### src/hw/rtl/frwl_pkg.sv
// Shared constants, types and the row hash of the fixed-window rate limiter.
`timescale 1ns / 1ps

package frwl_pkg;

  // Field widths
  localparam int KEY_W   = 32;
  localparam int TIME_W  = 32;
  localparam int COUNT_W = 32;
  localparam int CFG_W   = 32;

  // Client table, a power of two so the row is the low hash bits
  localparam int TABLE_DEPTH = 1024;
  localparam int ROW_W       = $clog2(TABLE_DEPTH);

  // Job queue between front and back
  localparam int QUEUE_DEPTH = 2;
  localparam int QUEUE_AW    = $clog2(QUEUE_DEPTH);

  localparam logic [31:0]        HASH_SEED            = 32'd5381;
  localparam logic [CFG_W-1:0]   MAX_REQUESTS_RESET   = 32'd5;
  localparam logic [CFG_W-1:0]   WINDOW_SECONDS_RESET = 32'd1;
  localparam logic [COUNT_W-1:0] COUNT_MAX            = '1;

  // Configuration register indexes
  localparam int CFG_IDX_W = 1;
  typedef enum logic [CFG_IDX_W-1:0] {
    CFG_MAX_REQUESTS   = 1'b0,
    CFG_WINDOW_SECONDS = 1'b1
  } cfg_idx_e;

  typedef logic [ROW_W-1:0] row_t;

  // One classified request waiting for the table
  typedef struct packed {
    logic [KEY_W-1:0]  key;
    logic [TIME_W-1:0] now;
    row_t              row;
  } job_t;

  // One table row
  typedef struct packed {
    logic               valid;
    logic [KEY_W-1:0]   tag;
    logic [TIME_W-1:0]  win_begin;
    logic [COUNT_W-1:0] win_count;
  } entry_t;

  typedef enum logic [2:0] {
    B_CLEAR,
    B_IDLE,
    B_READ,
    B_CHECK,
    B_WRITE
  } back_state_e;

  // djb2 over the key bytes, most significant first; only the row bits are kept,
  // which is exact because the low bits of a sum and product depend only on low bits
  function automatic row_t row_of(input logic [KEY_W-1:0] key);
    row_t h;
    h = HASH_SEED[ROW_W-1:0];
    for (int i = 3; i >= 0; i--) begin
      h = (h << 5) + h + ROW_W'(key[8*i +: 8]);
    end
    return h;
  endfunction

endpackage

### src/hw/rtl/frwl_fifo.sv
// Short job queue between the front end and the table engine.
`timescale 1ns / 1ps

module frwl_fifo
  import frwl_pkg::*;
(
  input  logic clk_i,
  input  logic rst_ni,
  input  logic push_i,
  input  job_t job_i,
  output logic full_o,
  input  logic pop_i,
  output logic valid_o,
  output job_t job_o
);

  job_t                slot_q [QUEUE_DEPTH];
  logic [QUEUE_AW-1:0] wr_ptr_q, wr_ptr_d;
  logic [QUEUE_AW-1:0] rd_ptr_q, rd_ptr_d;
  logic [QUEUE_AW:0]   cnt_q, cnt_d;

  assign full_o  = (cnt_q == (QUEUE_AW+1)'(QUEUE_DEPTH));
  assign valid_o = (cnt_q != '0);
  assign job_o   = slot_q[rd_ptr_q];

  // Advance pointers and occupancy
  always_comb begin
    wr_ptr_d = push_i ? wr_ptr_q + 1'b1 : wr_ptr_q;
    rd_ptr_d = pop_i  ? rd_ptr_q + 1'b1 : rd_ptr_q;
    cnt_d    = cnt_q;
    if (push_i && !pop_i) begin
      cnt_d = cnt_q + 1'b1;
    end else if (!push_i && pop_i) begin
      cnt_d = cnt_q - 1'b1;
    end
  end

  always_ff @(posedge clk_i or negedge rst_ni) begin
    if (!rst_ni) begin
      wr_ptr_q <= '0;
      rd_ptr_q <= '0;
      cnt_q    <= '0;
    end else begin
      wr_ptr_q <= wr_ptr_d;
      rd_ptr_q <= rd_ptr_d;
      cnt_q    <= cnt_d;
    end
  end

  // Store the pushed word
  always_ff @(posedge clk_i) begin
    if (push_i) begin
      slot_q[wr_ptr_q] <= job_i;
    end
  end

endmodule

### config.mk
export PLATFORM = sky130hd
export DESIGN_NAME = frwl_fifo
export DESIGN_NICKNAME = d
export VERILOG_FILES = /design/src/hw/rtl/frwl_pkg.sv /design/src/hw/rtl/frwl_fifo.sv
export SDC_FILE = /design/constraint.sdc
export NUM_CORES = 1
export LEC_CHECK = 0
export ABC_AREA = 1
export ABC_CLOCK_PERIOD_IN_PS = 7900
export BUFFER_PORTS_ARGS = -buffer_cell sky130_fd_sc_hd__buf_2
export CAP_MARGIN = 5
export CORE_MARGIN = 8
export CORE_UTILIZATION = 35
export CTS_CLUSTER_SIZE = 25
export DETAILED_ROUTE_END_ITERATION = 12
export GPL_TIMING_DRIVEN = 1
export PLACE_DENSITY_LB_ADDON = 0.1
export SKIP_LAST_GASP = 1
export SLEW_MARGIN = 30
export SYNTH_ARGS = -nofsm -noshare
export SYNTH_HDL_FRONTEND = slang
export SYNTH_SLANG_ARGS = --single-unit
### constraint.sdc
create_clock -name clk_i -period 7.9 [get_ports clk_i]
set_input_delay 1.185 -clock clk_i [delete_from_list [all_inputs] [get_ports clk_i]]
set_output_delay 1.185 -clock clk_i [all_outputs]
set_load 0.01 [all_outputs]
Word level (Yosys, flattened, before mapping)
Memories as Yosys holds them, arrays and structs flattened.
Index checks and enable logic that the tools add are counted.
{"block": "classes", "muxes": 4, "n_reduce_logical": 6, "addsub": 4, "n_eq_ne": 1}
{"operator": "2-to-1 mux 2 bit", "count": 2}
{"operator": "nonzero test 2 bit", "count": 2}
{"operator": "adder 1 bit (second input constant)", "count": 2}
{"operator": "adder 2 x 1 -> 2 bit (second input constant)", "count": 1}
{"operator": "equality test 2 bit (second input constant)", "count": 1}
{"operator": "logical AND 1 bit", "count": 2}
{"operator": "logical NOT 1 bit", "count": 2}
{"operator": "2-to-1 mux 1 bit", "count": 2}
{"operator": "subtractor 2 x 1 -> 2 bit (second input constant)", "count": 1}
{"block": "totals", "ff_bits": 4, "elab_cells": 19, "output_inout_bits": 76, "memories": 1, "mem_bits_rw": 148, "input_bits": 78}
{"memory": "slot_q", "words": 2, "width": 74, "read_ports": 1, "rd_clocked_by_memory_dff": 0, "write_ports": 1, "line": "frwl_fifo.sv:17", "rtl": "job_t slot_q [QUEUE_DEPTH];"}

Depth between registers and ports, before layout
{"block": "depth", "word_depth": 4, "ltp_mapped": 7}

Worst setup path after synthesis
Ideal clock, no wire load.
{"block": "synth_timing", "kind": "input to register", "start": "in push_i", "end": "mem slot_q[0][0] (netlist bit), enable pin", "setup_slack_ps": 3065, "n_path_buf": 0, "setup_ps": 509, "path_stages": 2, "arrival_ps": 4326, "cell_sequence": "inv_1 nor2_1"}
{"block": "synth_via", "elab_chain_len": 2}
{"element": "start: declaration", "line": "frwl_fifo.sv:9", "rtl": "input logic push_i,"}
{"element": "2-to-1 mux 1 bit", "line": "frwl_fifo.sv:52", "rtl": "if (push_i) begin"}
{"element": "2-to-1 mux 1 bit (implied by the code)", "line": "frwl_fifo.sv:53", "rtl": "slot_q[wr_ptr_q] <= job_i;"}
{"element": "end: declaration", "line": "frwl_fifo.sv:17"}
Every way passes these cells.

==> results.py <==
metrics = {
    "sta": {
        "tns_ps": 0,
        "slew_headroom_pct": 54.1,
        "setup_violations": 0,
        "worst_pin_slew_ps": 689,
        "finalMaxSlewViolations": 0,
        "hold_violations": 0,
        "rsz0062_at_grt": "no",
        "period_share_pct": 46.9,
        "fmax_ghz": 0.270,
        "min_period_ps": 3700,
        "clock_skew_ps": 4.12,
    },
    "route": {
        "drt_pass1_iterations": 4,
        "routed_wl_um": 11200,
        "via_per_inst": 4.35,
        "route.top_layer_used": "met5",
        "wl_met2_um": 5410,
        "m1WireLength_um": 4670,
        "met3WireLength_um": 904,
        "ant_nets": 0,
        "vias": 2856,
        "drt_iter0_markers": 63,
        "drc": 0,
        "wire_per_inst_um": 17.1,
    },
    "clock_tree": {
        "tritoncts": "yes",
        "cts_hold_buf": 0,
        "cts_inserted_buffers": 17,
        "cts_sinks": 152,
        "clkLatencyLatePin_ps": 410,
        "cts_buffer_depth": 2,
        "path_clk_slew_ps": 50,
        "cts_resized": 0,
        "post_cts_buffers": 0,
        "htree_levels": 4,
        "ctsRootBufferMaster": "clkbuf_16",
    },
    "place": {
        "gp_congestion": 0.653,
        "dp_hpwl_um": 7500,
        "io_buffers": 153,
        "placed_area_um2": 6780,
    },
    "grt": {
        "gr-total-overflow": 0,
        "grt_max_degree": 44,
        "antenna_found_initial": 1,
        "grt_pass1_vias": 3205,
        "grt_usage_pct": 11.1,
        "grt_first_pass_wirelength_um": 17000,
    },
    "floorplanning": {
        "start_util_pct": 35.2,
        "die_y_um": 144,
        "core.rowCount": 47,
        "core-area_um2": 16300,
        "top_level_ports": 154,
        "dieArea_um2": 20800,
        "die_w_um": 144,
    },
    "setup_path": {
        "cp_max_fo": 40,
        "worst-path-buf-inv": 2,
        "critical_path_class": "reg -> out",
        "max_stage_delay_ps": 860,
        "cp_slowest_cell": "dfrtp_4",
        "cp_top_family": "flip-flops",
        "crit_chain": "buf_4 > mux2_2 > buf_2",
        "required_ps": 6710,
        "start_kind": "flip-flop",
        "ff2ff_setup_slack_ps": 5870,
        "arrival_ps": 2520,
        "endpoint_kind": "output port",
    },
    "final_layout": {
        "layout.nets": 502,
        "design_area_um2": 7320,
        "final_cell_mix": "buf_2, edfxtp_1, mux2_4, mux2_2, clkbuf_16",
        "antennaDiodeCount": 0,
        "fillers": 1507,
        "syn2layout_area_growth_pct": 27.4,
        "final_common_cell": "buf_2",
        "drive_gt1_share_pct": 59.4,
    },
    "yosys": {
        "ys_types": 14,
        "synth_area_per_cell_um2": 22.5,
        "synth_seq_area_share_pct": 79.0,
        "syn_inst": 255,
        "ys_ff_latch": 152,
        "syn_area_um2": 5750,
        "ys_warn_count": 0,
        "syn-num-nets": 334,
    },
    "run_status": {
        "status": "completed",
    },
    "power_and_ir_drop": {
        "power_density_nw_per_um2": 363,
        "vdd_ir_drop_max_v": 0.000163,
        "p_leak_uw": 0.00291,
    },
    "worst_hold_path": {
        "hp-class": "reg -> reg",
    },
    "flow_run": {
        "drv_cap": 0,
    },
}
[Yosys cell counts (all sizes together)]
master    n  area, µm²
ha        1       12.5
edfxtp  148       4440
buf       8       77.6
nand2     6       22.5
xor2      2       17.5
mux2     74       1020
nand3     1       5.00
nand4     1       6.26
dfrtp     4        100
inv       7       26.3
nor2      2       7.51
xnor2     1       8.76
[area by class of cell]
type,count,area (µm²),share of cell area [%]
Inverter,7,27.5,0.376
Timing Repair Buffer,157,816,11.1
Clock inverter,10,104,1.42
Clock buffer,22,444,6.07
Sequential cell,152,4550,62.1
Tap cell,220,275,3.76
Multi-Input combinational cell,88,1110,15.1
[stage by stage]
stage	setup WS [ps]	hold WS, ps	util (%)	std cells	total power [µW]
CTS	4110	490	44.8	656	2710
global route	4040	504	44.8	656	2790
finish	4200	483	44.8	656	2660
detailed placement	4560	478	41.4	624	1950
floorplan	3070	442	-	255	1680
global placement	4560	454	41.3	623	1930
[power breakdown]
group | switching (µW) | internal, µW
registers | 88.2 | 1070
clock network | 289 | 461
logic | 360 | 384
total | 738 | 1920
[kinds of logic after synthesis]
family,count (synthesis),synth area share [%]
AND/OR/NAND/NOR,10,0.718
adder cells (fa/ha/maj),1,0.218
buffers and inverters,15,1.81
multiplexers,74,17.8
flip-flops,152,79.0
XOR/XNOR,3,0.457
[worst min-delay path: cells and delay by family, from the launching register on]
| kind | cells | cell delay, ps |
|---|---|---|
| flip-flops | 1 | 340 |
| AND/OR/NAND/NOR | 2 | 100 |
[path summary, 6_finish.rpt]
check / start / endpoint / cells after the start
min in group asynchronous: rst_ni / wr_ptr_q$_DFFE_PN0P_ / 1
worst max register to register: wr_ptr_q$_DFFE_PN0P_ / slot_q[0][6]$_DFFE_PP_ / 3
worst min register to register: cnt_q[1]$_DFFE_PN0P_ / cnt_q[1]$_DFFE_PN0P_ / 2
max in group asynchronous: rst_ni / rd_ptr_q$_DFFE_PN0P_ / 1
worst min-delay path: cnt_q[1]$_DFFE_PN0P_ / cnt_q[1]$_DFFE_PN0P_ / 2
worst max-delay path: rd_ptr_q$_DFFE_PN0P_ / job_o[54] / 3
[per-layer routing]
layer	up-vias	GRT usage (%)
met2	98	18.0
met4	2	5.37
met3	18	4.42
met5	-	0
met1	1409	12.7
li1	1329	-
[registers in the layout (all words and copies together), names as in the netlist]
register,cells
cnt_q,2
rd_ptr_q,1
slot_q,148
wr_ptr_q,1
Power figures use the tool's default switching activity.
