<file path="src/hw/rtl/frwl_pkg.sv">
// Shared constants, types and the row hash of the fixed-window rate limiter.
`timescale 1ns / 1ps

package frwl_pkg;

  // Field widths
  localparam int KEY_W   = 32;
  localparam int TIME_W  = 32;
  localparam int COUNT_W = 32;
  localparam int CFG_W   = 32;

  // Client table, a power of two so the row is the low hash bits
  localparam int TABLE_DEPTH = 1024;
  localparam int ROW_W       = $clog2(TABLE_DEPTH);

  // Job queue between front and back
  localparam int QUEUE_DEPTH = 2;
  localparam int QUEUE_AW    = $clog2(QUEUE_DEPTH);

  localparam logic [31:0]        HASH_SEED            = 32'd5381;
  localparam logic [CFG_W-1:0]   MAX_REQUESTS_RESET   = 32'd5;
  localparam logic [CFG_W-1:0]   WINDOW_SECONDS_RESET = 32'd1;
  localparam logic [COUNT_W-1:0] COUNT_MAX            = '1;

  // Configuration register indexes
  localparam int CFG_IDX_W = 1;
  typedef enum logic [CFG_IDX_W-1:0] {
    CFG_MAX_REQUESTS   = 1'b0,
    CFG_WINDOW_SECONDS = 1'b1
  } cfg_idx_e;

  typedef logic [ROW_W-1:0] row_t;

  // One classified request waiting for the table
  typedef struct packed {
    logic [KEY_W-1:0]  key;
    logic [TIME_W-1:0] now;
    row_t              row;
  } job_t;

  // One table row
  typedef struct packed {
    logic               valid;
    logic [KEY_W-1:0]   tag;
    logic [TIME_W-1:0]  win_begin;
    logic [COUNT_W-1:0] win_count;
  } entry_t;

  typedef enum logic [2:0] {
    B_CLEAR,
    B_IDLE,
    B_READ,
    B_CHECK,
    B_WRITE
  } back_state_e;

  // djb2 over the key bytes, most significant first; only the row bits are kept,
  // which is exact because the low bits of a sum and product depend only on low bits
  function automatic row_t row_of(input logic [KEY_W-1:0] key);
    row_t h;
    h = HASH_SEED[ROW_W-1:0];
    for (int i = 3; i >= 0; i--) begin
      h = (h << 5) + h + ROW_W'(key[8*i +: 8]);
    end
    return h;
  endfunction

endpackage

</file>
<file path="src/hw/rtl/frwl_req_if.sv">
// Request channel: client key and current time.
`timescale 1ns / 1ps

interface frwl_req_if
  import frwl_pkg::*;
();
  logic              valid;
  logic              ready;
  logic [KEY_W-1:0]  client_key;
  logic [TIME_W-1:0] now_seconds;

  modport source (output valid, client_key, now_seconds, input ready);
  modport sink   (input valid, client_key, now_seconds, output ready);
endinterface

</file>
<file path="src/hw/rtl/frwl_front.sv">
// Front end: accepts request words and tags each with its table row.
`timescale 1ns / 1ps

module frwl_front
  import frwl_pkg::*;
(
  frwl_req_if.sink req_i,
  input  logic     enable_i,
  input  logic     q_full_i,
  output logic     q_push_o,
  output job_t     q_job_o
);

  // Take a word only once the table is cleared and the queue has room
  assign req_i.ready = enable_i && !q_full_i;
  assign q_push_o    = req_i.valid && req_i.ready;

  // Hash the key into a row
  always_comb begin
    q_job_o.key = req_i.client_key;
    q_job_o.now = req_i.now_seconds;
    q_job_o.row = row_of(req_i.client_key);
  end

endmodule

</file>
<file path="src/flat_wrapper.sv">
// flat-port wrapper written by rule: the top's interface ports become plain ports
module frwl_front_flat import frwl_pkg::*;
  (enable_i, q_full_i, q_push_o, q_job_o, req_i_valid, req_i_client_key, req_i_now_seconds, req_i_ready);
  frwl_req_if req_i_i ();
  input  logic enable_i;
  input  logic q_full_i;
  output logic q_push_o;
  output job_t q_job_o;
  input wire logic [$bits(req_i_i.valid)-1:0] req_i_valid;
  input wire logic [$bits(req_i_i.client_key)-1:0] req_i_client_key;
  input wire logic [$bits(req_i_i.now_seconds)-1:0] req_i_now_seconds;
  output wire logic [$bits(req_i_i.ready)-1:0] req_i_ready;
  assign req_i_i.valid = req_i_valid;
  assign req_i_i.client_key = req_i_client_key;
  assign req_i_i.now_seconds = req_i_now_seconds;
  assign req_i_ready = req_i_i.ready;
  frwl_front u_core (.req_i(req_i_i), .enable_i(enable_i), .q_full_i(q_full_i), .q_push_o(q_push_o), .q_job_o(q_job_o));
endmodule
</file>
<file path="config.mk">
export PLATFORM = sky130hd
export DESIGN_NAME = frwl_front_flat
export DESIGN_NICKNAME = d
export VERILOG_FILES = /design/src/hw/rtl/frwl_pkg.sv /design/src/hw/rtl/frwl_req_if.sv /design/src/hw/rtl/frwl_front.sv /design/src/flat_wrapper.sv
export SDC_FILE = /design/constraint.sdc
export NUM_CORES = 1
export LEC_CHECK = 0
export BUFFER_PORTS_ARGS = -buffer_cell sky130_fd_sc_hd__buf_4
export CAP_MARGIN = 5
export CELL_PAD_IN_SITES_DETAIL_PLACEMENT = 0
export CELL_PAD_IN_SITES_GLOBAL_PLACEMENT = 1
export CORE_MARGIN = 2
export CORE_UTILIZATION = 25
export DETAILED_ROUTE_END_ITERATION = 16
export PLACE_DENSITY = 0.77
export SYNTH_ARGS = -nofsm -noshare
export SYNTH_HDL_FRONTEND = slang
export SYNTH_SLANG_ARGS = --single-unit
</file>
<file path="constraint.sdc">
create_clock -name vclk -period 5.14
set_clock_uncertainty 0.15 [all_clocks]
set_input_delay 0.257 -clock vclk [all_inputs]
set_output_delay 0.257 -clock vclk [all_outputs]
set_load 0.005 [all_outputs]
</file>
# After elaboration in Yosys (flattened, before gate mapping)
# Cells that the tools add are included.
dict set report totals {
  mem_count 0
  input_bits 67
  regBits 0
  latch_bits 0
  mem_bits_ro 0
  mem_bits_rw 0
  word_cells 10
}
dict set report classes {
  eq_ne 0
  reduce_logical 3
  multipliers 0
  div_mod_pow 0
  shift 0
  addsub 7
  n_bitwise 0
  magnitude_cmp 0
  muxes 0
}
# op count
set ops {}
lappend ops {{adder 10 bit} 3}
lappend ops {{adder 10 x 8 -> 10 bit} 3}
lappend ops {{adder 9 x 8 -> 10 bit (first input constant)} 1}
lappend ops {{logical AND 1 bit} 2}
lappend ops {{zero test 1 bit} 1}

# Longest topological paths before layout
# Gate-level depths: netlist of run 1.
dict set report depth {
  word_depth 7
  depth_mapped 24
}

# Worst setup path after synthesis of run 1
# No wires, ideal clock.
dict set report synth_timing {
  path_kind {in2out}
  start {input req_i_client_key[24]}
  end {output q_job_o[9] (netlist name)}
  path_slack_ps -20
  cell_stages 23
  arrival_time_ps 4753
  t_required_ps 4733
  n_path_buf 0
  path_cell_list {ha_1 > or2_4 > a31oi_1 > xnor2_1 > fa_1 > inv_1 > ha_1 > o21ai_0 > nand2b_1 > xnor2_1 > fa_1 > inv_1 > ha_1 > a21oi_1 > o21ai_0 > xor2_1 > ha_1 > xor2_1 > xnor2_2 > xnor2_1 > xnor2_1 > xnor3_1 > xnor2_1}
}
# element line_no
set synth_lines {}
lappend synth_lines {{from (decl)} flat_wrapper.sv:10} ;# input wire logic [$bits(req_i_i.client_key)-1:0] req_i_client_key;
lappend synth_lines {{to (decl)} flat_wrapper.sv:8} ;# output job_t q_job_o;

==> metrics.csv, run 1 <==
stage;metric;value;unit
status;status;finished, violations left;
status;violations;setup timing;
finish;clockBufferCount;0;
timing;whs;0.364;ns
synth;synth.top_cells.by_area;ha_1, buf_4, fa_1;
routing;num_vias;1693;
finish;ff_latch_area;0;um^2
timing;finalMaxSlewViolations;0;
synth;synth.distinct_cells;27;
power_and_ir_drop;p_leak;1.55;nW
critical_path;startpoint_type;primary input;
synth;yosysTopAreaCell;ha_1;
routing;totalWireLength;4.78;mm
finish;drive_gt1_share;58.7;%
floorplanning;coreArea;8090;um^2
routing;wl_per_cell;11.5;um
placement;gp_congestion;0.787;
timing;fin_ws;-0.0757;ns
synth;synth_top_area_share;26.2;%
timing;hold_viol;0;
critical_path;cp-end-kind;output port;
critical_path;worst-setup-path-type;primary input to output port;
routing;dr.pass1.iters;4;
synth;yosysSeqAreaShare;0;%
finish;synthToLayoutAreaGrowth;48.8;%
critical_path;cp_common_cell;ha_4;
placement;pre_cts_slack;-0.450;ns
timing;worst_pin_slew;0.281;ns
critical_path;cp.required;4.73;ns
power_and_ir_drop;p_clk_share;0;%
routing;drcViolationCount;0;
routing;drt_iter0_markers;36;
floorplanning;die_h;94.7;um
timing;timing.final.crit_share;101;%
global_route;grt_pass1_vias;1631;
synth;syn_area_per_cell;8.29;um^2
power_and_ir_drop;power.density;971;nW/um^2
power_and_ir_drop;p_comb_share;100.0;%
min_path;hold_class;primary input to output port;
timing;period_needed;5.22;ns
synth;synth_nets;370;
global_route;grt_usage;9.29;%
critical_path;arrival;4.81;ns
power_and_ir_drop;ir_drop;0.000418;V
synth;synth_most_common_cell;buf_4;
job;cap_violations;0;
critical_path;crit_family;adder cells;
global_route;grt_pass1_wl;6.98;mm
synth;ys_warn_count;0;
min_path;hold_end;q_job_o[14];
timing;max_slew_margin;81.1;%
power_and_ir_drop;power.switching;1.25;mW
floorplanning;ios;143;
power_and_ir_drop;p_int;1.73;mW
synth;syn_area;2060;um^2
finish;diodes;0;
critical_path;cp_slowest_stage_delay;0.50;ns
critical_path;critPathMaxFanout;4;
global_route;antenna_found_initial;0;
critical_path;crit_buf_inv;5;
synth;synth_common_cells;buf_4, ha_1, inv_1, xnor2_1, a21oi_1;
floorplanning;fp-row-count;33;
finish;fillers;815;
timing;fmax;192;MHz
placement;dp_hpwl;3.95;mm
floorplanning;die_area;8970;um^2
global_route;grt_overflow;0;
timing;rsz0062_at_grt;yes;
power_and_ir_drop;sequentialPowerShare;0;%
floorplanning;die_x;94.7;um
finish;n_sequential_cell;0;
routing;drtAntennaViolNets;0;
min_path;min_from;req_i_now_seconds[4];
synth;syn_inst;248;
critical_path;cp_slowest_cell;fa_1;
timing;setup_viol;1;
finish;nets;436;
floorplanning;initial_core_util;25.4;%
routing;vias_per_cell;4.06;
min_path;holdPathStages;0;
placement;numPortBuffers;79;
power_and_ir_drop;swShare;41.9;%
global_route;grt_max_degree;5;
## worst max path at each step
stage,start,cells after the start,endpoint
2_1_floorplan,req_i_client_key[24],23,q_job_o[9]
3_3_place_gp,req_i_client_key[24],27,q_job_o[9]
3_5_place_dp,req_i_client_key[24],25,q_job_o[9]
4_1_cts,req_i_client_key[25],27,q_job_o[9]
5_1_grt,req_i_client_key[24],27,q_job_o[9]
6_report,req_i_client_key[24],25,q_job_o[9]
## metal layers
layer / part of all wire, % / GRT usage (%) / routed length, um
met3: 5.2 / 0.718 / 247
met4: 0.10 / 0.483 / 5
met5: 0 / 0 / 0
met2: 53 / 17.9 / 2540
met1: 41 / 11.7 / 1980
## power by group through the flow
stage / Combinational (mW) / Sequential (mW) / Clock, mW
2_1_floorplan: 1.46 / 0 / 0
3_5_place_dp: 2.54 / 0 / 0
3_3_place_gp: 2.52 / 0 / 0
5_1_grt: 3.28 / 0 / 0
4_1_cts: 2.71 / 0 / 0
6_report: 2.97 / 0 / 0
## layout make-up
cell class,instances,area [um^2],area share [%]
Tap cell,105,131,4.29
Multi-Input combinational cell,148,1810,59.1
Inverter,36,135,4.41
Timing Repair Buffer,128,987,32.2
## kinds of logic (layout without fill, tap and decap cells)
group	Yosys count	after routing	synth area share, %
buf+inv	100	164	29.9
fa+ha+maj	55	55	37.8
compound gates	37	37	10.9
xor+xnor	31	31	15.1
simple gates	25	25	6.20
## what timing repair did
item                                   4_1_cts  5_1_grt
hold buffers                                 0        0
buffers inserted                             5        3
gates resized for setup                     41       27
setup endpoints to repair                    4        4
pin swaps                                   34       33
endpoints found under the hold margin        0        0
## cells in the final DEF, fill, tap and decap left out, drive strengths merged, types with 5 or more instances in the layout
cell / count
buf: 128
nand2: 6
nor2: 8
ha: 43
fa: 12
nor2b: 5
xor2: 7
o21ai: 8
a21o: 6
inv: 36
a21oi: 14
xnor2: 23
## through the flow
stage          instance area [um^2]  util (%)  std cells  total power, mW  TNS [ns]
5_1_grt                        3060      37.8        417             3.28    -0.410
2_1_floorplan                  2070         -        248             1.46         0
6_report                       3060      37.8        417             2.97   -0.0757
3_5_place_dp                   2630      32.5        410             2.54    -0.824
3_3_place_gp                   2630      32.5        410             2.52    -0.612
4_1_cts                        2890      35.7        415             2.71    -0.156
(Power assumes the default switching activity.)
==> run 2: changes to the inputs <==
- CORE_MARGIN: 2 -> 1
- RECOVER_POWER: unset -> 100
==> run 2 against run 1 <==
  * The flow still finishes with violations (setup timing)
  * Global-route usage is 0.40 points higher
  * Non-clock buffer count grew 2
  * Critical path depth stayed put
  * Sequential cell count did not move
  * Routed wire length decreased by 5.9%
  * Hold slack did not move
  * First-iteration DRC count fell by 42%
  * Count of clock-buffer cells in the layout did not move
==> metrics.csv, run 2 (synthesized netlist as in run 1, its figures left out) <==
stage;metric;value;unit
global_route;grt_pass1_wl;6.93;mm
routing;drtAntennaViolNets;0;
status;violations;setup timing;
timing;rsz0062_at_grt;yes;
timing;whs;0.364;ns
clock_tree;cts_hold_buf;0;
timing;max_slew_margin;83.3;%
finish;final_area;2980;um^2
placement;place_inst;409;
floorplanning;fp-row-count;32;
floorplanning;ios;143;
routing;drt_iter0_markers;21;
routing;dr.pass1.iters;4;
critical_path;cp.required;4.73;ns
placement;numPortBuffers;79;
status;status;finished, violations left;
finish;clockBufferCount;0;
floorplanning;coreArea;7850;um^2
min_path;min_from;req_i_now_seconds[0];
finish;diodes;0;
finish;n_sequential_cell;0;
global_route;grt_max_degree;5;
timing;period_needed;5.17;ns
power_and_ir_drop;p_leak;1.52;nW
job;cap_violations;0;
global_route;grt_usage;9.69;%
critical_path;crit_start;req_i_client_key[25];
global_route;grt_overflow;0;
routing;totalWireLength;4.50;mm
power_and_ir_drop;ir_drop;0.000511;V
global_route;grt_pass1_vias;1664;
floorplanning;die_area;8590;um^2
floorplanning;die_x;92.7;um
finish;mostFrequentLayoutCell;buf_4;
finish;multi_input_area;1730;um^2
min_path;hold_class;primary input to output port;
critical_path;critPathCapture;q_job_o[9];
critical_path;worst-setup-path-type;primary input to output port;
finish;drive_gt1_share;55.7;%
timing;setup_viol;1;
global_route;antenna_found_initial;0;
timing;worst_pin_slew;0.249;ns
routing;wl_per_cell;10.8;um
routing;num_vias;1723;
finish;instances_no_fill;416;
finish;ff_latch_area;0;um^2
finish;fillers;804;
timing;fin_setup_tns;-0.0290;ns
timing;finalMaxSlewViolations;0;
critical_path;cp-end-kind;output port;
floorplanning;initial_core_util;26.2;%
routing;vias_per_cell;4.14;
power_and_ir_drop;power.density;957;nW/um^2
timing;hold_viol;0;
finish;nets;438;
critical_path;arrival;4.76;ns
critical_path;critPathMaxFanout;3;
timing;timing.final.crit_share;101;%
placement;place_area;2640;um^2
routing;drcViolationCount;0;
critical_path;startpoint_type;primary input;
placement;gp_congestion;0.758;
floorplanning;die_h;92.7;um
placement;dp_hpwl;3.74;mm
timing;fin_ws;-0.0290;ns
timing;fmax;193;MHz
placement;pre_cts_slack;-0.451;ns
finish;synthToLayoutAreaGrowth;45.1;%
finish;final_cell_mix;buf_4, inv_1, clkbuf_4, ha_1, xnor2_1;
==> run 2: cell count changes in the layout (fill, tap and decap cells not counted), moves of 3 or more <==
cell	before	now
clkbuf_1	0	3
buf_4	123	93
ha_4	15	12
clkbuf_4	0	30
==> run 2: worst min path at each step <==
stage / to / slack [ns] / cells after the start
floorplan: req_i_ready / 0.40 / 1
global placement: q_job_o[12] / 0.36 / 0
detailed placement: q_job_o[12] / 0.36 / 0
CTS: q_job_o[12] / 0.36 / 0
global route: q_job_o[31] / 0.36 / 0
finish: q_job_o[10] / 0.36 / 0
==> run 2: worst max-delay path, stage by stage <==
cell and delay (ns):
buf_8 0.11, ha_4 0.15, or2_4 0.27, a31oi_4 0.22
xnor2_2 0.08, fa_1 0.49, inv_2 0.05, ha_4 0.25
xnor2_2 0.13, fa_1 0.49, inv_2 0.05, ha_4 0.26
o21ai_2 0.05, a21oi_2 0.12, nor2_1 0.07, xor2_1 0.16
fa_1 0.50, inv_2 0.05, ha_4 0.21, o21a_1 0.19
nor2_2 0.10, a21oi_2 0.05, xnor2_1 0.19, xnor2_1 0.14
buf_4 0.13
==> run 2: area by class of cell <==
type	instances	share of cell area [%]
tap	102	4.28
multi-input combinational	148	58.1
inverter	36	4.53
timing repair buffer	130	33.1
==> run 2: per-layer routing <==
| layer | track usage (%) | up-vias | share of wire [%] |
|---|---|---|---|
| met3 | 0.575 | 4 | 4.0 |
| met4 | 1.28 | 0 | 0.87 |
| met1 | 12.1 | 804 | 42 |
| met2 | 18.5 | 48 | 53 |
| met5 | 0 | - | 0 |
| li1 | - | 867 | - |
==> run 2: where the power goes <==
| part | total (mW) | internal, mW | leakage [nW] | switching (mW) |
|---|---|---|---|---|
| Clock | 0 | 0 | 0 | 0 |
| Sequential | 0 | 0 | 0 | 0 |
| Combinational | 2.86 | 1.67 | 1.52 | 1.18 |
==> run 2: metrics by stage <==
stage	power (mW)	utilization (%)
finish	2.86	38.0
global route	3.18	38.0
CTS	2.70	36.8
detailed placement	2.54	33.7
global placement	2.52	33.7
floorplan	1.46	-
==> run 2: what timing repair did <==
action,CTS,global route
pin swaps,31,15
resized for setup,35,23
buffers inserted,6,1
endpoints found under the setup margin,4,4
